--- config.mk ---
export PLATFORM = sky130hd
export DESIGN_NAME = nmea_gga_time_field_extractor_flat
export DESIGN_NICKNAME = d
export VERILOG_FILES = /design/src/ngga_pkg.sv /design/src/ngga_if.sv /design/src/nmea_gga_time_field_extractor.sv /design/src/ngga_ctrl.sv /design/src/ngga_dp.sv /design/src/flat_wrapper.sv
export SDC_FILE = /design/constraint.sdc
export NUM_CORES = 1
export LEC_CHECK = 0
export ABC_AREA = 1
export BUFFER_PORTS_ARGS = -buffer_cell sky130_fd_sc_hd__buf_2
export CORE_MARGIN = 2
export CORE_UTILIZATION = 40
export CTS_CLUSTER_DIAMETER = 200
export CTS_CLUSTER_SIZE = 20
export DETAILED_ROUTE_END_ITERATION = 10
export PLACE_DENSITY = 0.58
export SYNTH_ARGS = -nofsm -noshare
export SYNTH_HDL_FRONTEND = slang
export SYNTH_SLANG_ARGS = --single-unit
--- constraint.sdc ---
create_clock -name clk -period 2.02 [get_ports clk]
set_clock_uncertainty 0.05 [all_clocks]
set_input_delay 0.202 -clock clk [delete_from_list [all_inputs] [get_ports clk]]
set_output_delay 0.202 -clock clk [all_outputs]
set_load 0.1 [all_outputs]
--- src/ngga_pkg.sv ---
// Package for the GGA time-field extractor.
// Holds the line limits, character codes, field numbers and the
// controller/datapath command and status types. Depends on nothing.
package ngga_pkg;

  // Line and capture limits.
  localparam int MAX_LINE    = 80;
  localparam int CAPTURE_LEN = 12;
  localparam int HDR_LEN     = 6;

  // Derived widths.
  localparam int BYTE_W = 8;
  localparam int COL_W  = $clog2(MAX_LINE + 1);
  localparam int TLEN_W = $clog2(CAPTURE_LEN + 1);
  localparam int IDX_W  = $clog2(CAPTURE_LEN);
  localparam int HLEN_W = $clog2(HDR_LEN + 1);
  localparam int FLD_W  = 2;

  // Character codes.
  localparam logic [BYTE_W-1:0] CH_COMMA  = 8'h2C;
  localparam logic [BYTE_W-1:0] CH_NL     = 8'h0A;
  localparam logic [BYTE_W-1:0] CH_DOLLAR = 8'h24;
  localparam logic [BYTE_W-1:0] CH_G      = 8'h47;
  localparam logic [BYTE_W-1:0] CH_N      = 8'h4E;
  localparam logic [BYTE_W-1:0] CH_A      = 8'h41;

  // Field numbers; the last one stands for every field beyond the time field.
  localparam logic [FLD_W-1:0] FIELD_HDR  = 2'd0;
  localparam logic [FLD_W-1:0] FIELD_TIME = 2'd1;
  localparam logic [FLD_W-1:0] FIELD_REST = 2'd2;

  // Controller states.
  typedef enum logic [0:0] {
    ST_RUN,
    ST_EMIT
  } ngga_state_t;

  // Commands from the controller to the datapath.
  typedef struct packed {
    logic take_byte;   // process one ordinary (non-newline) character
    logic line_clear;  // start a new line
    logic load_char;   // load the next captured character into the output
    logic load_nl;     // load the closing newline into the output
  } ngga_cmd_t;

  // Status from the datapath to the controller.
  typedef struct packed {
    logic is_nl;       // incoming byte is a newline
    logic hdr_ok;      // full header seen and matched
    logic emit_done;   // every captured character has been loaded
    logic out_free;    // output register can take a beat this cycle
  } ngga_sts_t;

  // Expected header character at a given position.
  function automatic logic [BYTE_W-1:0] hdr_char(input logic [HLEN_W-1:0] pos);
    logic [BYTE_W-1:0] ch;
    unique case (pos)
      3'd0:    ch = CH_DOLLAR;
      3'd1:    ch = CH_G;
      3'd2:    ch = CH_N;
      3'd3:    ch = CH_G;
      3'd4:    ch = CH_G;
      3'd5:    ch = CH_A;
      default: ch = CH_A;
    endcase
    return ch;
  endfunction

endpackage

--- src/ngga_if.sv ---
// Valid/ready channel interfaces for the GGA time-field extractor.
// Uses ngga_pkg for the byte width.

// Input channel: one received character per beat.
interface ngga_in_if;
  logic                          valid;
  logic                          ready;
  logic [ngga_pkg::BYTE_W-1:0]   rx_byte;

  modport source (output valid, output rx_byte, input ready);
  modport sink   (input valid, input rx_byte, output ready);
endinterface

// Result channel: one time character or the closing newline per beat.
interface ngga_out_if;
  logic                          valid;
  logic                          ready;
  logic [ngga_pkg::BYTE_W-1:0]   tx_byte;
  logic                          last;

  modport source (output valid, output tx_byte, output last, input ready);
  modport sink   (input valid, input tx_byte, input last, output ready);
endinterface

--- src/nmea_gga_time_field_extractor.sv ---
// GGA time-field extractor: takes one received character per beat and,
// for each newline-terminated line whose first field starts with "$GNGGA",
// sends the first CAPTURE_LEN (12) characters of the time field followed by
// a newline beat flagged last. While a line is read, one byte is taken every
// cycle. A newline that ends a matching line starts an emit burst of
// N + 1 result beats (N captured characters, 0 to 12), one per cycle while
// the sink is ready, set by the single output register; input is paused
// for that burst. A non-matching line ends at its newline with no result.
// Characters past the first MAX_LINE (80) of a line are ignored.
// Depends on ngga_pkg, ngga_if, ngga_ctrl and ngga_dp.
module nmea_gga_time_field_extractor (
  input  logic       clk,
  input  logic       rst_n,
  ngga_in_if.sink    in_ch,
  ngga_out_if.source out_ch
);

  ngga_pkg::ngga_cmd_t cmd;
  ngga_pkg::ngga_sts_t sts;

  // Controller: line intake and emit sequencing.
  ngga_ctrl u_ctrl (
    .clk      (clk),
    .rst_n    (rst_n),
    .in_valid (in_ch.valid),
    .in_ready (in_ch.ready),
    .sts      (sts),
    .cmd      (cmd)
  );

  // Datapath: line state, capture buffer and output register.
  ngga_dp u_dp (
    .clk       (clk),
    .rst_n     (rst_n),
    .in_byte   (in_ch.rx_byte),
    .out_ready (out_ch.ready),
    .out_valid (out_ch.valid),
    .out_byte  (out_ch.tx_byte),
    .out_last  (out_ch.last),
    .cmd       (cmd),
    .sts       (sts)
  );

endmodule

--- src/ngga_ctrl.sv ---
// Controller of the GGA time-field extractor.
// Sequences line intake and the emit burst; uses ngga_pkg types.
module ngga_ctrl (
  input  logic               clk,
  input  logic               rst_n,
  input  logic               in_valid,
  output logic               in_ready,
  input  ngga_pkg::ngga_sts_t sts,
  output ngga_pkg::ngga_cmd_t cmd
);

  ngga_pkg::ngga_state_t state_r, state_nxt;

  // State register.
  always_ff @(posedge clk) begin
    if (!rst_n) begin
      state_r <= ngga_pkg::ST_RUN;
    end else begin
      state_r <= state_nxt;
    end
  end

  // Next state: a newline ending a matching line starts the emit burst,
  // which ends once the closing newline is loaded.
  always_comb begin
    state_nxt = state_r;
    unique case (state_r)
      ngga_pkg::ST_RUN: begin
        if (in_valid && sts.is_nl && sts.hdr_ok) begin
          state_nxt = ngga_pkg::ST_EMIT;
        end
      end
      ngga_pkg::ST_EMIT: begin
        if (sts.out_free && sts.emit_done) begin
          state_nxt = ngga_pkg::ST_RUN;
        end
      end
      default: state_nxt = ngga_pkg::ST_RUN;
    endcase
  end

  // Outputs: input is taken only while reading a line.
  always_comb begin
    in_ready       = 1'b0;
    cmd.take_byte  = 1'b0;
    cmd.line_clear = 1'b0;
    cmd.load_char  = 1'b0;
    cmd.load_nl    = 1'b0;
    unique case (state_r)
      ngga_pkg::ST_RUN: begin
        in_ready = 1'b1;
        if (in_valid) begin
          if (!sts.is_nl) begin
            cmd.take_byte = 1'b1;
          end else if (!sts.hdr_ok) begin
            cmd.line_clear = 1'b1;
          end
        end
      end
      ngga_pkg::ST_EMIT: begin
        if (sts.out_free) begin
          if (sts.emit_done) begin
            cmd.load_nl    = 1'b1;
            cmd.line_clear = 1'b1;
          end else begin
            cmd.load_char = 1'b1;
          end
        end
      end
      default: in_ready = 1'b0;
    endcase
  end

endmodule

--- src/ngga_dp.sv ---
// Datapath of the GGA time-field extractor.
// Holds the line state, the captured time characters and the output
// register; driven by ngga_ctrl commands, uses ngga_pkg.
module ngga_dp (
  input  logic                         clk,
  input  logic                         rst_n,
  input  logic [ngga_pkg::BYTE_W-1:0]  in_byte,
  input  logic                         out_ready,
  output logic                         out_valid,
  output logic [ngga_pkg::BYTE_W-1:0]  out_byte,
  output logic                         out_last,
  input  ngga_pkg::ngga_cmd_t          cmd,
  output ngga_pkg::ngga_sts_t          sts
);

  logic [ngga_pkg::COL_W-1:0]   col_r, col_nxt;
  logic [ngga_pkg::FLD_W-1:0]   field_r, field_nxt;
  logic                         match_r, match_nxt;
  logic [ngga_pkg::HLEN_W-1:0]  hlen_r, hlen_nxt;
  logic [ngga_pkg::TLEN_W-1:0]  tlen_r, tlen_nxt;
  logic [ngga_pkg::TLEN_W-1:0]  emit_idx_r, emit_idx_nxt;
  logic                         wr_en;
  logic [ngga_pkg::BYTE_W-1:0]  time_chars [ngga_pkg::CAPTURE_LEN];
  logic                         out_valid_r;
  logic [ngga_pkg::BYTE_W-1:0]  out_byte_r;
  logic                         out_last_r;
  logic                         out_load;

  // Status toward the controller.
  assign sts.is_nl     = (in_byte == ngga_pkg::CH_NL);
  assign sts.hdr_ok    = match_r && (hlen_r == ngga_pkg::HLEN_W'(ngga_pkg::HDR_LEN));
  assign sts.emit_done = (emit_idx_r == tlen_r);
  assign sts.out_free  = !out_valid_r || out_ready;

  // Line state update for one ordinary character, one emitted character, or a fresh line.
  always_comb begin
    col_nxt      = col_r;
    field_nxt    = field_r;
    match_nxt    = match_r;
    hlen_nxt     = hlen_r;
    tlen_nxt     = tlen_r;
    emit_idx_nxt = emit_idx_r;
    wr_en        = 1'b0;
    if (cmd.line_clear) begin
      col_nxt      = '0;
      field_nxt    = ngga_pkg::FIELD_HDR;
      match_nxt    = 1'b1;
      hlen_nxt     = '0;
      tlen_nxt     = '0;
      emit_idx_nxt = '0;
    end else if (cmd.load_char) begin
      emit_idx_nxt = emit_idx_r + 1'b1;
    end else if (cmd.take_byte && (col_r < ngga_pkg::COL_W'(ngga_pkg::MAX_LINE))) begin
      col_nxt = col_r + 1'b1;
      if (in_byte == ngga_pkg::CH_COMMA) begin
        // A comma moves on to the next field; a short header fails here.
        if (field_r != ngga_pkg::FIELD_REST) begin
          if (field_r == ngga_pkg::FIELD_HDR &&
              hlen_r < ngga_pkg::HLEN_W'(ngga_pkg::HDR_LEN)) begin
            match_nxt = 1'b0;
          end
          field_nxt = field_r + 1'b1;
        end
      end else if (field_r == ngga_pkg::FIELD_HDR) begin
        // Only the first six header characters are checked.
        if (hlen_r < ngga_pkg::HLEN_W'(ngga_pkg::HDR_LEN)) begin
          if (in_byte != ngga_pkg::hdr_char(hlen_r)) begin
            match_nxt = 1'b0;
          end
          hlen_nxt = hlen_r + 1'b1;
        end
      end else if (field_r == ngga_pkg::FIELD_TIME) begin
        // Capture saturates at the buffer length.
        if (tlen_r < ngga_pkg::TLEN_W'(ngga_pkg::CAPTURE_LEN)) begin
          wr_en    = 1'b1;
          tlen_nxt = tlen_r + 1'b1;
        end
      end
    end
  end

  // Line state registers.
  always_ff @(posedge clk) begin
    if (!rst_n) begin
      col_r      <= '0;
      field_r    <= ngga_pkg::FIELD_HDR;
      match_r    <= 1'b1;
      hlen_r     <= '0;
      tlen_r     <= '0;
      emit_idx_r <= '0;
    end else begin
      col_r      <= col_nxt;
      field_r    <= field_nxt;
      match_r    <= match_nxt;
      hlen_r     <= hlen_nxt;
      tlen_r     <= tlen_nxt;
      emit_idx_r <= emit_idx_nxt;
    end
  end

  // Captured time characters.
  always_ff @(posedge clk) begin
    if (wr_en) begin
      time_chars[tlen_r[ngga_pkg::IDX_W-1:0]] <= in_byte;
    end
  end

  // Output register: holds one beat until the sink takes it.
  assign out_load = cmd.load_char || cmd.load_nl;

  always_ff @(posedge clk) begin
    if (!rst_n) begin
      out_valid_r <= 1'b0;
    end else if (out_load) begin
      out_valid_r <= 1'b1;
    end else if (out_ready) begin
      out_valid_r <= 1'b0;
    end
  end

  always_ff @(posedge clk) begin
    if (cmd.load_nl) begin
      out_byte_r <= ngga_pkg::CH_NL;
      out_last_r <= 1'b1;
    end else if (cmd.load_char) begin
      out_byte_r <= time_chars[emit_idx_r[ngga_pkg::IDX_W-1:0]];
      out_last_r <= 1'b0;
    end
  end

  assign out_valid = out_valid_r;
  assign out_byte  = out_byte_r;
  assign out_last  = out_last_r;

endmodule

--- src/flat_wrapper.sv ---
// flat-port wrapper written by rule: the top's interface ports become plain ports
module nmea_gga_time_field_extractor_flat 
  (clk, rst_n, in_ch_valid, in_ch_rx_byte, in_ch_ready, out_ch_valid, out_ch_tx_byte, out_ch_last, out_ch_ready);
  ngga_in_if in_ch_i ();
  ngga_out_if out_ch_i ();
  input  logic clk;
  input  logic rst_n;
  input wire logic [$bits(in_ch_i.valid)-1:0] in_ch_valid;
  input wire logic [$bits(in_ch_i.rx_byte)-1:0] in_ch_rx_byte;
  output wire logic [$bits(in_ch_i.ready)-1:0] in_ch_ready;
  output wire logic [$bits(out_ch_i.valid)-1:0] out_ch_valid;
  output wire logic [$bits(out_ch_i.tx_byte)-1:0] out_ch_tx_byte;
  output wire logic [$bits(out_ch_i.last)-1:0] out_ch_last;
  input wire logic [$bits(out_ch_i.ready)-1:0] out_ch_ready;
  assign in_ch_i.valid = in_ch_valid;
  assign in_ch_i.rx_byte = in_ch_rx_byte;
  assign in_ch_ready = in_ch_i.ready;
  assign out_ch_valid = out_ch_i.valid;
  assign out_ch_tx_byte = out_ch_i.tx_byte;
  assign out_ch_last = out_ch_i.last;
  assign out_ch_i.ready = out_ch_ready;
  nmea_gga_time_field_extractor u_core (.clk(clk), .rst_n(rst_n), .in_ch(in_ch_i), .out_ch(out_ch_i));
endmodule
==> results.yml, run 1 <==
sta:
  max-slew-margin-rel_pct: 59.5
  rsz0062_at_grt: "false"
  worst_pin_slew_ps: 606
  setup_viol: 0
  fmax_ghz: 0.536
  hold_violations: 0
  finalCritPeriodShare_pct: 92.4
  finalCriticalPeriod_ps: 1870
  slew_violations: 0
clock_network:
  cts_tree: "done"
  clock_tree.root_cell: "clkbuf_16"
  clock_sinks: 128
  clk_pin_slew_worst_paths_ps: 60
  cts-buffers-inserted: 17
  worstSkewPairLatency_ps: 410
  htreeDepth: 4
  clock_path_buffers: 2
finish:
  syn_to_final_growth_pct: 19.9
  post-route-util_pct: 48.9
  fin_cells: 806
  layout.nets: 638
  final_area_sq_um: 6760
  diodes: 0
  drive_above_1_share_pct: 15.2
global_routing:
  grt_pass1_wl_mm: 22.0
  overflow: 0
  grt_start_max_net_pins: 50
  grt_pass1_vias: 4071
  grt.total_usage_pct: 20.0
  grt_antenna_before_repair: 0
floorplanning:
  coreArea_sq_um: 13800
  num_rows: 43
  die_y_microns: 123
  initial_utilization_pct: 40.8
  pin_count: 23
  die_width_microns: 123
  die-area_sq_um: 15100
worst_setup_path:
  worstPathRequired_ps: 2090
  start_kind: "flip-flop"
  cp-end-kind: "flip-flop"
  crit_start: "u_core.u_dp.field_r[0]"
  worstPathMaxFanout: 12
  setup.worst_path.class: "reg2reg"
  r2r_start: "u_core.u_dp.field_r[0]"
  arrival_ps: 1940
status:
  outcome: "finished clean"
placement:
  post_dp_cell_area_sq_um: 6100
  gp_congestion: 0.829
  dp.cells: 770
  hpwl_mm: 9.28
  portBuffers: 22
yosys:
  async_flop_share_pct: 0
  synth_fa_ha_area_share_pct: 2.88
  avgSynthCellArea_sq_um: 10.1
  yosysWarningCount: 0
  synth_ff_type: "edfxtp_1"
  synth_compound_area_share_pct: 9.87
  synth_nets: 586
  synthMuxAreaShare_pct: 0
  yosysUniqueCellTypes: 32
  yosysSeqAreaShare_pct: 62.5
  synth_top_family_by_area: "simple AND/OR/NAND/NOR gates"
  netlist_area_sq_um: 5640
  synth_cells: 561
  ys_seq_elements: 128
  yosys.area_share.simple_pct: 17.8
  synth_enable_flop_cells: 96
  synth-xor-area-share_pct: 1.86
detailed_routing:
  routed_via_density: 5.12
  ant_nets: 0
  drc: 0
  first_iter_violations: 431
  dr_total_vias: 4128
  routed_wl_mm: 13.9
  post_drt_wl_per_cell_microns: 17.3
  dr.pass1.iters: 5
power:
  vdd_drop_max_uv: 603
  total_leakage_power_nw: 2.62
  total_power_w: 0.00628
  p_per_area_nw_per_um2: 930
min_path:
  min_from: "out_ch_ready"
  hold_path_class: "in2reg"
job:
  maxCapViolations: 0
==> path summary, 6_finish.rpt <==
kind	endpoint	slack [ps]	cells past startpoint
hold reg to reg	u_core.u_dp.out_byte[4]	400	2
hold / removal	u_core.u_dp.out_valid	60	3
setup / recovery	u_core.u_dp.time_chars[1][2]	150	8
setup reg to reg	u_core.u_dp.time_chars[1][2]	150	8
==> logic make-up (layout without fill, tap and decap cells) <==
kind of cell	Yosys count	count (layout)
buffers and inverters	61	126
and+or+nand+nor	244	244
adders and majority gates	13	13
xor gates and xnor gates	12	12
AOI/OAI and AO/OA	103	103
DFF	128	128
==> sequential cells by signal (all words and copies together) (netlist names) <==
name and count:
u_core.u_dp.emit_idx_r 4, u_core.u_dp.out_last 1, u_core.u_dp.out_byte 8, u_core.u_dp.field_r 2
u_core.u_dp.time_chars 96, u_core.u_dp.hlen_r 3, u_core.u_dp.tlen_r 4, u_core.u_dp.match_r 1
u_core.u_ctrl.state_r 1, u_core.u_dp.col_r 7, u_core.u_dp.out_valid 1
==> power breakdown <==
| part | internal, W | switching (W) |
|---|---|---|
| clock network | 0.00204 | 0.00108 |
| logic | 0.0000690 | 0.000230 |
| registers | 0.00285 | 0.0000141 |
==> what timing repair did <==
| action | 4_1_cts | 5_1_grt |
|---|---|---|
| hold buffers | 2 | 0 |
| setup buffers | 0 | 2 |
| gates resized for setup | 1 | 4 |
| setup endpoints to repair | 5 | 81 |
| pin swaps | 0 | 1 |
| hold endpoints to repair | 2 | 0 |
==> layout by cell type (no fill, tap or decap), types with 8 or more instances in the layout <==
cell type,Yosys,routed
a21oi_1,22,22
buf_2,6,22
buf_4,3,30
clkbuf_16,0,17
dfxtp_1,32,32
edfxtp_1,96,96
ha_1,13,13
inv_1,34,34
nand2_1,102,102
nand3_1,24,24
nor2_1,96,96
nor3_1,11,8
o21ai_0,58,58
o22ai_1,16,16
xor2_1,10,10
==> synthesized netlist by cell type (2+ instances only) <==
cell,n,share of area [%]
xor2_1,10,1.6
ha_1,13,2.9
nor2_1,96,6.4
nor3_1,11,0.98
clkbuf_1,9,0.60
nand3_1,24,2.1
buf_4,3,0.40
inv_1,34,2.3
nor2_4,2,0.40
o211ai_1,2,0.27
buf_6,5,1.0
o21ai_0,58,5.1
o22ai_1,16,1.8
inv_2,3,0.20
edfxtp_1,96,51
nand4_1,2,0.22
dfxtp_1,32,11
a21oi_1,22,2.0
nand2_2,3,0.33
nand2_1,102,6.8
buf_2,6,0.53
xnor2_1,2,0.31
==> routing by layer <==
metal	vias to the layer above	global-route usage [%]	wire [microns]
met5	-	0	0
met4	0	5.82	127
met3	11	4.88	709
met2	99	33.1	6910
met1	2004	26.0	6180
li1	2014	-	-
==> area by class of cell <==
type,instances,area (sq um)
clock buffers,19,433
clock inverters,13,168
fillers,1253,7070
inverters,37,139
multi-input cells,372,1860
flip-flops and latches,128,3520
well taps,180,225
repair buffers,57,415
==> through the flow <==
stage                     setup slack, ps  setup TNS (ps)  hold slack (ps)
final                                 154               0             55.7
after global routing                 6.15               0             56.2
after CTS                            46.8               0             42.7
after detailed placement             7.05               0              387
after global placement                110               0              382
after floorplan                      -137           -9860              251
==> critical path: stages, from the launching register on <==
cell and delay [ps]:
dfxtp_1 370, inv_1 80, ha_1 210, inv_1 60, o211ai_2 90, nor2_4 170, nand2_4 150, nor3_1 170
buf_4 210
Power figures use the tool's default switching activity.
==> inputs of run 2 (changes only) <==
--- a/config.mk
+++ b/config.mk
@@ -8,11 +8,11 @@
 export ABC_AREA = 1
 export BUFFER_PORTS_ARGS = -buffer_cell sky130_fd_sc_hd__buf_2
 export CORE_MARGIN = 2
-export CORE_UTILIZATION = 40
+export CORE_UTILIZATION = 34
 export CTS_CLUSTER_DIAMETER = 200
 export CTS_CLUSTER_SIZE = 20
 export DETAILED_ROUTE_END_ITERATION = 10
-export PLACE_DENSITY = 0.58
+export PLACE_DENSITY = 0.51
 export SYNTH_ARGS = -nofsm -noshare
 export SYNTH_HDL_FRONTEND = slang
 export SYNTH_SLANG_ARGS = --single-unit
==> run 2 against run 1 <==
Clock power fell by 6.4%. Power is 3.3% lower. First-iteration DRC count is 29% lower. Largest cell class unchanged. Largest power group unchanged. Highest routed layer unchanged. Non-clock buffer count fell by 2. Critical path depth did not move. Sequential power about the same. Worst setup slack got worse by 38 ps. Critical endpoint is now u_core.u_dp.time_chars[9][4]. Wire length is 2.1% lower. Via count is 0.80% lower.
==> results.yml, run 2 (synthesis gave the netlist of run 1 again) <==
global_routing:
  grt.total_usage_pct: 16.2
  grt_start_max_net_pins: 50
  grt_antenna_before_repair: 0
  grt_pass1_wl_mm: 21.5
  overflow: 0
  grt_pass1_vias: 3959
detailed_routing:
  drc: 0
  dr.pass1.iters: 5
  post_drt_wl_per_cell_microns: 16.1
  first_iter_violations: 304
  ant_nets: 0
  routed_via_density: 4.85
  dr_total_vias: 4095
  routed_wl_mm: 13.6
worst_setup_path:
  crit_path_max_incr_delay_ps: 380
  crit_chain: "inv_1 > ha_1 > inv_1 > o211ai_2 > nor2_4 > nand2_4 > nor3_1 > buf_4"
  critPathTopFamily: "simple AND/OR/NAND/NOR gates"
  worstPathMaxFanout: 12
  timing.critical_path.slowest_stage_cell: "dfxtp_1"
  path_buf_inv: 3
  arrival_ps: 1970
  cp-end-kind: "flip-flop"
  worstPathRequired_ps: 2090
  setup.worst_path.class: "reg2reg"
  cp_common_cell: "inv_1"
  start_kind: "flip-flop"
floorplanning:
  coreArea_sq_um: 16400
  pin_count: 23
  initial_utilization_pct: 34.4
  die_y_microns: 133
  num_rows: 47
  die-area_sq_um: 17600
  die_width_microns: 133
clock_network:
  clock_tree.root_cell: "clkbuf_16"
  cts-buffers-inserted: 17
  clock_sinks: 128
  worstSkewPairLatency_ps: 430
  clk_pin_slew_worst_paths_ps: 60
  htreeDepth: 4
  clock_path_buffers: 2
  cts_setup_buffers: 0
  cts_tree: "done"
power:
  p_comb_share_pct: 4.9
  sw_frac_of_total_pct: 21.5
  vdd_drop_max_uv: 626
  p_clk_share_pct: 48.1
  seqPwrFrac_pct: 47.1
  p_switching_w: 0.00131
  p_per_area_nw_per_um2: 903
  total_leakage_power_nw: 2.60
  p_int_w: 0.00477
finish:
  seqCellArea_sq_um: 3520
  fin_cells: 844
  largest_reg_flops: 96
  layout.nets: 636
  post-route-util_pct: 41.0
  drive_above_1_share_pct: 14.9
  syn_to_final_growth_pct: 19.4
  final_cell_mix: "nand2_1 (102), nor2_1 (96), edfxtp_1 (96)"
  multi_input_area_sq_um: 1840
  nFillCells: 1557
  diodes: 0
  final_common_cell: "nand2_1"
placement:
  gp_congestion: 0.843
  hpwl_mm: 9.15
  dp.cells: 809
  portBuffers: 22
sta:
  setup_viol: 0
  finalCritPeriodShare_pct: 94.3
  hold_ws_ps: 16.2
  finalCriticalPeriod_ps: 1900
  slew_violations: 0
  hold_violations: 0
  fmax_ghz: 0.525
  worst_pin_slew_ps: 671
  max-slew-margin-rel_pct: 55.2
status:
  outcome: "finished clean"
job:
  maxCapViolations: 0
min_path:
  hold_path_class: "in2reg"
[run 2: cell count changes in the layout (fill, tap and decap cells not counted), moves of 2 or more]
| cell | previous run | this run |
|---|---|---|
| buf_4 | 30 | 28 |
| clkinv_2 | 0 | 5 |
| bufinv_16 | 4 | 2 |
| clkbuf_8 | 0 | 2 |
| clkbuf_1 | 2 | 4 |
| clkinv_1 | 6 | 2 |
[run 2: per-stage QoR]
stage	instance area (sq um)	setup TNS [ps]	total power (W)	worst slack, ps
after floorplan	5640	-9860	0.00310	-137
after global placement	6130	0	0.00321	142
after detailed placement	6130	0	0.00321	36.3
after CTS	6720	0	0.00613	25.3
after global routing	6730	-5.69	0.00628	-1.59
final	6730	0	0.00608	116
[run 2: layer usage]
metal	part of all wire (%)	up-vias	track usage [%]
li1	-	2002	-
met5	0	-	0
met3	4.7	15	4.10
met4	1.4	0	6.57
met2	48	111	25.8
met1	46	1967	21.1
[run 2: layout make-up]
class | instances | area share, %
multi-input combinational | 372 | 27.4
sequential | 128 | 52.3
inverter | 37 | 2.06
clock buffer | 23 | 6.95
tap | 220 | 4.09
clock inverter | 9 | 1.38
timing repair buffer | 55 | 5.80
[run 2: path summary, 6_finish.rpt]
path	cells after the start	startpoint	to	slack, ps
setup / recovery	8	u_core.u_dp.field_r[0]	u_core.u_dp.time_chars[9][4]	120
hold / removal	1	in_ch_rx_byte[7]	u_core.u_dp.time_chars[7][7]	20
setup reg to reg	8	u_core.u_dp.field_r[0]	u_core.u_dp.time_chars[9][4]	120
hold reg to reg	2	u_core.u_dp.out_byte[4]	u_core.u_dp.out_byte[4]	390
[run 2: power groups by stage]
| stage | clock network (W) | logic [W] | registers, W |
|---|---|---|---|
| final | 0.00292 | 0.000295 | 0.00286 |
| after floorplan | 0 | 0.0000823 | 0.00302 |
| after global routing | 0.00310 | 0.000319 | 0.00286 |
| after detailed placement | 0 | 0.000294 | 0.00291 |
| after global placement | 0 | 0.000294 | 0.00291 |
| after CTS | 0.00297 | 0.000298 | 0.00286 |
[run 2: repair_timing]
item	4_1_cts	5_1_grt
gates resized for setup	0	3
hold endpoints to repair	2	0
setup endpoints to repair	0	64
hold buffers	3	0
